===== config.mk =====
export PLATFORM = sky130hd
export DESIGN_NAME = mlte_outq
export DESIGN_NICKNAME = d
export VERILOG_FILES = /design/src/rtl/mlte_pkg.sv /design/src/rtl/mlte_outq.sv
export SDC_FILE = /design/constraint.sdc
export NUM_CORES = 1
export LEC_CHECK = 0
export ABC_CLOCK_PERIOD_IN_PS = 10500
export BUFFER_PORTS_ARGS = -buffer_cell sky130_fd_sc_hd__buf_4
export CAP_MARGIN = 20
export CORE_AREA = 2 2 363 365
export CTS_BUF_LIST = sky130_fd_sc_hd__clkbuf_4 sky130_fd_sc_hd__clkbuf_8 sky130_fd_sc_hd__clkbuf_16
export DETAILED_ROUTE_END_ITERATION = 10
export DIE_AREA = 0 0 365 367
export HOLD_SLACK_MARGIN = 0.03
export PLACE_DENSITY = 0.4
export SLEW_MARGIN = 20
export SYNTH_ARGS = -nofsm -noshare
export SYNTH_HDL_FRONTEND = slang
export SYNTH_SLANG_ARGS = --single-unit

===== constraint.sdc =====
create_clock -name clk -period 10.5 [get_ports clk]
set_input_delay 0.525 -clock clk [delete_from_list [all_inputs] [get_ports clk]]
set_output_delay 0.525 -clock clk [all_outputs]
set_load 0.02 [all_outputs]

===== src/rtl/mlte_pkg.sv =====
`timescale 1ns / 1ps
// Shared types and codes for the mission list transfer engine.
// No dependencies; imported by every module of the block.
package mlte_pkg;

    localparam int CAPACITY_DEFAULT = 64;
    localparam logic [23:0] TIMEOUT_RESET = 24'd5000000;
    localparam logic [7:0]  OWN_SYSID_RESET = 8'd1;

    localparam logic [2:0] MODE_REQ_LIST = 3'd0;
    localparam logic [2:0] MODE_REQ_ITEM = 3'd1;
    localparam logic [2:0] MODE_ACK      = 3'd2;
    localparam logic [2:0] MODE_COUNT    = 3'd3;
    localparam logic [2:0] MODE_ITEM     = 3'd4;
    localparam logic [2:0] MODE_CLEAR    = 3'd5;
    localparam logic [2:0] MODE_SET_CUR  = 3'd6;
    localparam logic [2:0] MODE_TICK     = 3'd7;

    localparam logic [2:0] KIND_COUNT   = 3'd0;
    localparam logic [2:0] KIND_ITEM    = 3'd1;
    localparam logic [2:0] KIND_REQUEST = 3'd2;
    localparam logic [2:0] KIND_ACK     = 3'd3;
    localparam logic [2:0] KIND_CURRENT = 3'd4;
    localparam logic [2:0] KIND_PERSIST = 3'd5;

    localparam logic [1:0] ACK_ACCEPTED = 2'd0;
    localparam logic [1:0] ACK_INV_SEQ  = 2'd1;
    localparam logic [1:0] ACK_NO_SPACE = 2'd2;

    localparam logic [0:0] REG_OWN_SYSID = 1'b0;
    localparam logic [0:0] REG_TIMEOUT   = 1'b1;

    typedef enum logic [4:0] {
        PH_IDLE     = 5'b00001,
        PH_SENDLIST = 5'b00010,
        PH_SENDWPS  = 5'b00100,
        PH_GETLIST  = 5'b01000,
        PH_GETWPS   = 5'b10000
    } phase_t;

    typedef struct packed {
        logic [63:0] zcfa;
        logic [63:0] xy;
        logic [63:0] p34;
        logic [63:0] p12;
    } wp_t;

    typedef struct packed {
        logic [2:0]  mode;
        logic [7:0]  src_sysid;
        logic [7:0]  src_compid;
        logic [7:0]  tgt_sysid;
        logic [15:0] seq;
        logic [15:0] count;
        logic        item_current;
        wp_t         wp;
    } in_t;

    typedef struct packed {
        logic [2:0]  kind;
        logic [7:0]  dest_sysid;
        logic [7:0]  dest_compid;
        logic [15:0] out_seq;
        logic [15:0] out_count;
        logic [1:0]  ack_code;
        logic        out_current;
        wp_t         wp;
        logic        last;
    } res_t;

endpackage


===== src/rtl/mlte_outq.sv =====
`timescale 1ns / 1ps
// Two-slot result queue feeding the master stream side.
// Depends on mlte_pkg for the result type.
module mlte_outq import mlte_pkg::*; (
    input  logic       clk,
    input  logic       rst_n,
    input  logic [1:0] push_n,
    input  res_t       push0,
    input  res_t       push1,
    output logic       empty,
    output logic       head_valid,
    input  logic       head_ready,
    output res_t       head
);

    res_t       slot0_reg;
    res_t       slot1_reg;
    logic [1:0] cnt_reg;
    logic [1:0] cnt_next;
    logic       pop;

    assign pop        = head_valid && head_ready;
    assign empty      = (cnt_reg == 2'd0);
    assign head_valid = !empty;
    assign head       = slot0_reg;

    always_comb
    begin
        cnt_next = cnt_reg;
        if (push_n != 2'd0)
        begin
            cnt_next = push_n;
        end
        else if (pop)
        begin
            cnt_next = cnt_reg - 2'd1;
        end
    end

    always_ff @(posedge clk or negedge rst_n)
    begin
        if (!rst_n)
        begin
            cnt_reg <= 2'd0;
        end
        else
        begin
            cnt_reg <= cnt_next;
        end
    end

    // Fill only when empty, so a push never meets a pop
    always_ff @(posedge clk)
    begin
        if (push_n != 2'd0)
        begin
            slot0_reg <= push0;
            slot1_reg <= push1;
        end
        else if (pop)
        begin
            slot0_reg <= slot1_reg;
        end
    end

`ifndef ASSERT_OFF
    a_push_empty: assert property (@(posedge clk) disable iff (!rst_n)
        (push_n != 2'd0) |-> empty) else $error("push into busy queue");
    a_cnt_max: assert property (@(posedge clk) disable iff (!rst_n)
        cnt_reg != 2'd3) else $error("queue count overrun");
    a_pair_order: assert property (@(posedge clk) disable iff (!rst_n)
        (cnt_reg == 2'd2) |-> !slot0_reg.last) else $error("last on first of pair");
`endif

endmodule

== Word-level counts from Yosys, hierarchy flattened ==
Cells that the tools add are included.
Storage, ports and cells
  register bits after elaboration: 624
  output and inout bits: 313
  word-level logic and storage cells: 35
Cells by class
  $add $sub $neg: 1
  multiplexer cells: 4
  reductions and logical operators: 5
Operators with widths (number)
  $mux 311: 2
  $mux 2: 2
  $reduce_bool 2->1: 2
  $logic_not 2->1: 1
  $sub 2x1->2 const B: 1
  $logic_and 1x1->1: 1
  $logic_not 1->1: 1

== Longest topological paths before layout ==
Gate-level depths: netlist (run 1).
  depth after elaboration: 5
  depth in mapped cells: 4

== Worst setup path before layout (run 1) ==
OpenSTA, ideal clock, no wires.
  path type: input-to-reg
  start point: in push_n[1]
  end point: reg slot0_reg (netlist bit head[0]) (enable)
  data arrival time: 6.017 ns
  required time: 8.169 ns
  slack: 2.152 ns
  cell stages on the path: 4
  cells stage by stage: nor2_4 buf_6 buf_4 nand2_1
Between the ends
  word-level cells in the longest chain between the ends: 2
Ends and longest elaborated chain
  start, declared: RTL line mlte_outq.sv:7  | input logic [1:0] push_n,
  $reduce_bool 2->1: RTL line mlte_outq.sv:55  | if (push_n != 2'd0)
  $reduce_bool 2->1 (no line)
  end signal, assigned: RTL line mlte_outq.sv:57  | slot0_reg <= push0;
  end signal, assigned: RTL line mlte_outq.sv:62  | slot0_reg <= slot1_reg;
  end, declared: RTL line mlte_outq.sv:16  | res_t slot0_reg;
No other way between the ends.
A chain may end at the register's enable or synchronous reset.

== Worst setup path after layout (run 1) ==
  start point: reg cnt_reg[0]
  end point: reg slot0_reg (netlist bit head[97]) (enable)
Between the ends
  word-level cells in the longest chain between the ends: 4
Ends and longest elaborated chain
  start, declared: RTL line mlte_outq.sv:18  | logic [1:0] cnt_reg;
  start signal, assigned: RTL line mlte_outq.sv:48  | cnt_reg <= cnt_next;
  $logic_not 2->1: RTL line mlte_outq.sv:23  | assign empty = (cnt_reg == 2'd0);
  $logic_not 1->1: RTL line mlte_outq.sv:24  | assign head_valid = !empty;
  $logic_and 1x1->1: RTL line mlte_outq.sv:22  | assign pop = head_valid && head_ready;
  $reduce_bool 2->1 (no line)
No other way between the ends.

==> results of run 1 <==
## report_power, final
part	total, W	switching [W]	internal, W
registers	0.00310	0.0000822	0.00302
clock network	0.00270	0.00109	0.00161
logic	0.000855	0.000410	0.000445
## cell type report
cell class                      count  share of cell area [%]
Timing Repair Buffer             1255                    27.4
Sequential cell                   624                    50.2
Tap cell                         1755                    5.88
Inverter                            5                  0.0704
Antenna cell                        4                  0.0268
Multi-Input combinational cell    320                    9.60
Clock buffer                      107                    5.95
Clock inverter                     34                   0.938
## metrics by stage
step	power, W	area, um^2	setup slack (ns)	instances	utilization [%]
after floorplan	0.00347	22700	2.15	983	-
after global placement	0.00391	31700	7.09	3653	24.3
after detailed placement	0.00393	31700	7.00	3653	24.3
after CTS	0.00680	37300	7.36	4100	28.6
after global routing	0.00694	37300	7.24	4103	28.6
final	0.00666	37300	7.45	4104	28.6
## what timing repair did
item,4_1_cts,5_1_grt
hold endpoints to repair,307,0
setup endpoints to repair,0,0
hold buffers,306,0
## kinds of logic after synthesis
| logic type | after synthesis | synth area share (%) |
|---|---|---|
| flops | 624 | 82.7 |
| mux | 311 | 15.5 |
| buf+inv | 39 | 1.55 |
| compound gates | 2 | 0.0828 |
| fa+ha+maj | 1 | 0.0552 |
| simple gates | 6 | 0.199 |
## cell usage in the layout, fill, tap and decap left out, types with 2 or more instances in the layout
master	n
inv_8	2
dfrtp_1	2
clkbuf_16	81
clkbuf_4	26
dlygate4sd3_1	306
nor4b_1	2
mux2_2	103
clkinv_2	3
buf_4	946
diode_2	4
mux2_1	208
inv_1	4
clkinv_8	4
buf_12	3
edfxtp_1	622
bufinv_16	5
clkinv_1	17
## synthesized netlist by cell type
| master | n |
|---|---|
| edfxtp_1 | 622 |
| nor2_4 | 1 |
| mux2_1 | 208 |
| nand2b_1 | 1 |
| a211o_1 | 1 |
| dfrtp_1 | 2 |
| buf_6 | 23 |
| nand2_1 | 1 |
| ha_1 | 1 |
| buf_2 | 4 |
| nor4b_1 | 2 |
| nor2b_1 | 1 |
| buf_4 | 7 |
| mux2_2 | 103 |
| a311o_1 | 1 |
| inv_1 | 5 |
## metal layers
metal	GRT usage, %	vias up	share of wire, %
met4	4.26	10	2.6
met5	0	-	0.081
met3	4.96	125	9.7
met1	13.0	7123	37
met2	21.4	640	51
li1	-	6560	-
## how the worst max path moves through the flow
stage                          endpoint  slack, ns  depth (start not counted)
after floorplan                 head[0]       2.15                          4
after global placement    slot1_reg[48]       7.09                          5
after detailed placement  slot1_reg[49]       7.00                          5
after CTS                      head[68]       7.36                          5
after global routing           head[97]       7.24                          5
final                          head[97]       7.45                          5
==> results.tsv, run 1 <==
metric	value	unit
Syn-to-layout area delta	64.8	%
Yosys Warn Count	0	
RR Startpoint	cnt_reg[0]	
I/O pins	940	
Final GP Congestion	0.789	
die area	134000	um^2
Critical Path AT	3.32	ns
final net count	2913	
RSZ-0062 raised after global routing	false	
post-CTS repair timing setup buffer count	0	
Num CTS Buffers	79	
hpwl dp	62.4	mm
max-cap violations	0	
Pwr Density	178	nW/um^2
CP top delay family	simple AND/OR/NAND/NOR gates	
initial antenna violation count	28	
H-tree depth	3	
CP peak stage delay	0.61	ns
WS Path Type	reg2reg	
CTS tree	built	
share of the synthesized area in the top cell type	82.4	%
number of remaining DRC errors	0	
via count	14458	
area of the multi-input gates	3590	um^2
Detail Route Antenna Nets	0	
period utilisation layout	29.0	%
synthesized area	22700	um^2
Setup Viol. Count Final	0	
filler instances	13326	
Seq/Total Area, Yosys	82.7	%
die span in x	365	um
synthesized area per cell	23.0	um^2
Yosys cell types	16	
Hold Path Origin	push1[231]	
Setup Skew	0.0141	ns
port bufs	939	
type of element launching the critical path	flop	
Hold Path Sink	slot1_reg[231]	
share of post-route cells with drive strength above 1	50.3	%
Clock Latency Late Sink	0.66	ns
cell leakage power	14.8	nW
final hold slack	0.0972	ns
post-CTS sizing	0	
Yosys top cell by area	edfxtp_1	
Die Ht	367	um
Critical Path End Type	flop	
Sum Neg Setup Slack	0	ns
drt initial violations	653	
Max clock buf depth	3	
status	complete, no violations	
Sinks on Clock Net	624	
Mapped Cells	983	
GRT overflow	0	
first-pass GRT wire length	116	mm
WHS Path Cells	1	
Sequential Area	18700	um^2
critical path, cell by cell	inv_1 > ha_1 > nand2b_1 > nand2_4 > buf_12	
max-slew violations	0	
Std-Cell Rows	133	
max frequency	328	MHz
reg-to-reg slack, setup	7.45	ns
WP buf/inv	2	
final number of hold-violating endpoints	0	
crit-path max FO	139	
drt wl/cell	20.5	um
gr usage total	12.1	%
Reg2Reg Depth	5	
Worst Tran Pin Value	1.17	ns
Clock transition at path regs	0.05	ns
Slowest-stage cell, CP	buf_12	
worst hold path type	in2reg	
largest cells by area after synthesis	edfxtp_1 82%, mux2_1 10%, mux2_2 5.1%	
FF+latch count, synth	624	
CTS root buffer	clkbuf_16	
largest net degree at the start of global routing	142	
Routed WL	84.3	mm
vias in the first global route	16344	
vias per cell	3.52	
fin crit period	3.05	ns
CORE AREA	130000	um^2
Worst slew margin	21.9	%
Max VDD drop	0.000128	V
required time of the worst setup path	10.77	ns
Syn Nets	1611	
drt pass-1 iters	4	
CP startpoint	cnt_reg[0]	
Starting Density	17.4	%
reg2reg end	head[97]	
Note: power is estimated with default switching activity, not from simulation.
==> run 2, diff against run 1 <==
--- a/config.mk
+++ b/config.mk
@@ -5,15 +5,15 @@
 export SDC_FILE = /design/constraint.sdc
 export NUM_CORES = 1
 export LEC_CHECK = 0
-export ABC_CLOCK_PERIOD_IN_PS = 10500
+export ABC_CLOCK_PERIOD_IN_PS = 2700
 export BUFFER_PORTS_ARGS = -buffer_cell sky130_fd_sc_hd__buf_4
 export CAP_MARGIN = 20
-export CORE_AREA = 2 2 363 365
+export CORE_AREA = 2 2 361 363
 export CTS_BUF_LIST = sky130_fd_sc_hd__clkbuf_4 sky130_fd_sc_hd__clkbuf_8 sky130_fd_sc_hd__clkbuf_16
 export DETAILED_ROUTE_END_ITERATION = 10
-export DIE_AREA = 0 0 365 367
+export DIE_AREA = 0 0 363 365
 export HOLD_SLACK_MARGIN = 0.03
-export PLACE_DENSITY = 0.4
+export PLACE_DENSITY = 0.42
 export SLEW_MARGIN = 20
 export SYNTH_ARGS = -nofsm -noshare
 export SYNTH_HDL_FRONTEND = slang
==> constraint.sdc (replaced) <==
create_clock -name clk -period 2.7 [get_ports clk]
set_input_delay 0.135 -clock clk [delete_from_list [all_inputs] [get_ports clk]]
set_output_delay 0.135 -clock clk [all_outputs]
set_load 0.02 [all_outputs]
==> results.tsv, run 2 (synthesis results as in run 1) <==
metric	value	unit
die area	132000	um^2
Num CTS Buffers	78	
Hold-fix buffers, CTS	628	
Clock Latency Late Sink	0.67	ns
max-slew violations	0	
Die Ht	365	um
final non-filler cell total	4378	
final hold slack	0.149	ns
Routed WL	85.0	mm
Max clock buf depth	3	
Critical Path End Type	flop	
WS Path Type	reg2reg	
part of the power in combinational logic	14.2	%
RSZ-0062 raised after global routing	false	
commonest cells after routing, fill and taps aside	954 x buf_4, 628 x dlygate4sd3_1, 622 x edfxtp_1	
port bufs	939	
CORE AREA	129000	um^2
drt pass-1 iters	5	
period utilisation layout	75.0	%
type of element launching the critical path	flop	
Sinks on Clock Net	624	
Post-Place Cells	3597	
P_int	0.0203	W
via count	15745	
required time of the worst setup path	2.98	ns
Sw Share	24.0	%
reg-to-reg slack, setup	0.68	ns
vias in the first global route	17810	
I/O pins	940	
final net count	3258	
Reg2Reg Depth	5	
leading cell type in the layout, fill and taps excluded	buf_4	
GRT overflow	0	
Final GP Congestion	0.814	
crit-path max FO	68	
largest net degree at the start of global routing	118	
Power Total	0.0267	W
Clock transition at path regs	0.06	ns
initial antenna violation count	21	
vias per cell	3.60	
Critical Path AT	2.30	ns
Max VDD drop	0.000464	V
Setup Viol. Count Final	0	
Starting Density	17.6	%
Std-Cell Rows	132	
share of post-route cells with drive strength above 1	44.8	%
fin crit period	2.02	ns
status	complete, no violations	
drt wl/cell	19.4	um
die span in x	363	um
max frequency	494	MHz
post-CTS repair timing setup buffer count	0	
max-cap violations	0	
Clk pwr share	40.6	%
P_sw	0.00642	W
worst hold path type	in2reg	
part of the power in registers	45.2	%
CTS tree	built	
Setup Skew	0.0297	ns
Worst Tran Pin Value	0.847	ns
hpwl dp	62.8	mm
H-tree depth	3	
crit path capture	head[78]	
reg2reg end	head[78]	
first-pass GRT wire length	118	mm
Detail Route Antenna Nets	0	
drt initial violations	791	
cell leakage power	16.4	nW
Core Util, Final	31.9	%
final number of hold-violating endpoints	0	
RR Startpoint	cnt_reg[0]	
gr usage total	12.2	%
Worst slew margin	43.5	%
Pwr Density	652	nW/um^2
post-CTS sizing	0	
number of remaining DRC errors	0	
CTS root buffer	clkbuf_16	
Syn-to-layout area delta	80.9	%
CP startpoint	cnt_reg[0]	
==> run 2: how the worst min path moves through the flow <==
| stage | start | end | cells past startpoint |
|---|---|---|---|
| after floorplan | rst_n | cnt_reg[0] | 0 |
| after global placement | rst_n | cnt_reg[0] | 1 |
| after detailed placement | rst_n | cnt_reg[1] | 1 |
| after CTS | head_ready | head[306] | 3 |
| after global routing | push1[305] | slot1_reg[305] | 2 |
| final | head_ready | head[247] | 3 |
==> run 2: final cells by class <==
class | count | area, um^2
repair buffers | 1601 | 13800
well taps | 1675 | 2100
clock inverters | 51 | 631
inverters | 5 | 22.5
flip-flops and latches | 624 | 18700
diodes | 10 | 25.0
clock buffers | 92 | 2060
fillers | 12716 | 87700
multi-input cells | 320 | 3590
==> run 2: power groups by stage <==
stage | Sequential (W) | Combinational (W) | Clock, W
4_1_cts | 0.0121 | 0.00387 | 0.0113
3_3_place_gp | 0.0123 | 0.00302 | 0
2_1_floorplan | 0.0128 | 0.000601 | 0
5_1_grt | 0.0122 | 0.00404 | 0.0116
6_report | 0.0121 | 0.00380 | 0.0109
3_5_place_dp | 0.0123 | 0.00306 | 0
==> run 2: through the flow <==
stage | area [um^2] | setup WS (ns) | TNS [ns]
after floorplan | 22700 | -2.93 | -1658.40
after global placement | 32000 | 0.693 | 0
after detailed placement | 32000 | 0.651 | 0
after CTS | 41000 | 0.656 | 0
after global routing | 41000 | 0.559 | 0
final | 41000 | 0.676 | 0
==> run 2: per-layer routing <==
layer	GRT usage, %	share of wire (%)	up-vias
met2	21.4	51	621
li1	-	-	7274
met4	4.17	2.9	4
met3	4.47	8.3	132
met1	13.6	37	7714
met5	0	0.039	-
==> run 2: critical path, stage by stage (launching register included) <==
cell and delay (ns):
dfrtp_1 0.37, inv_1 0.05, ha_1 0.25, nand2b_1 0.28, nand2_8 0.23, buf_12 0.31
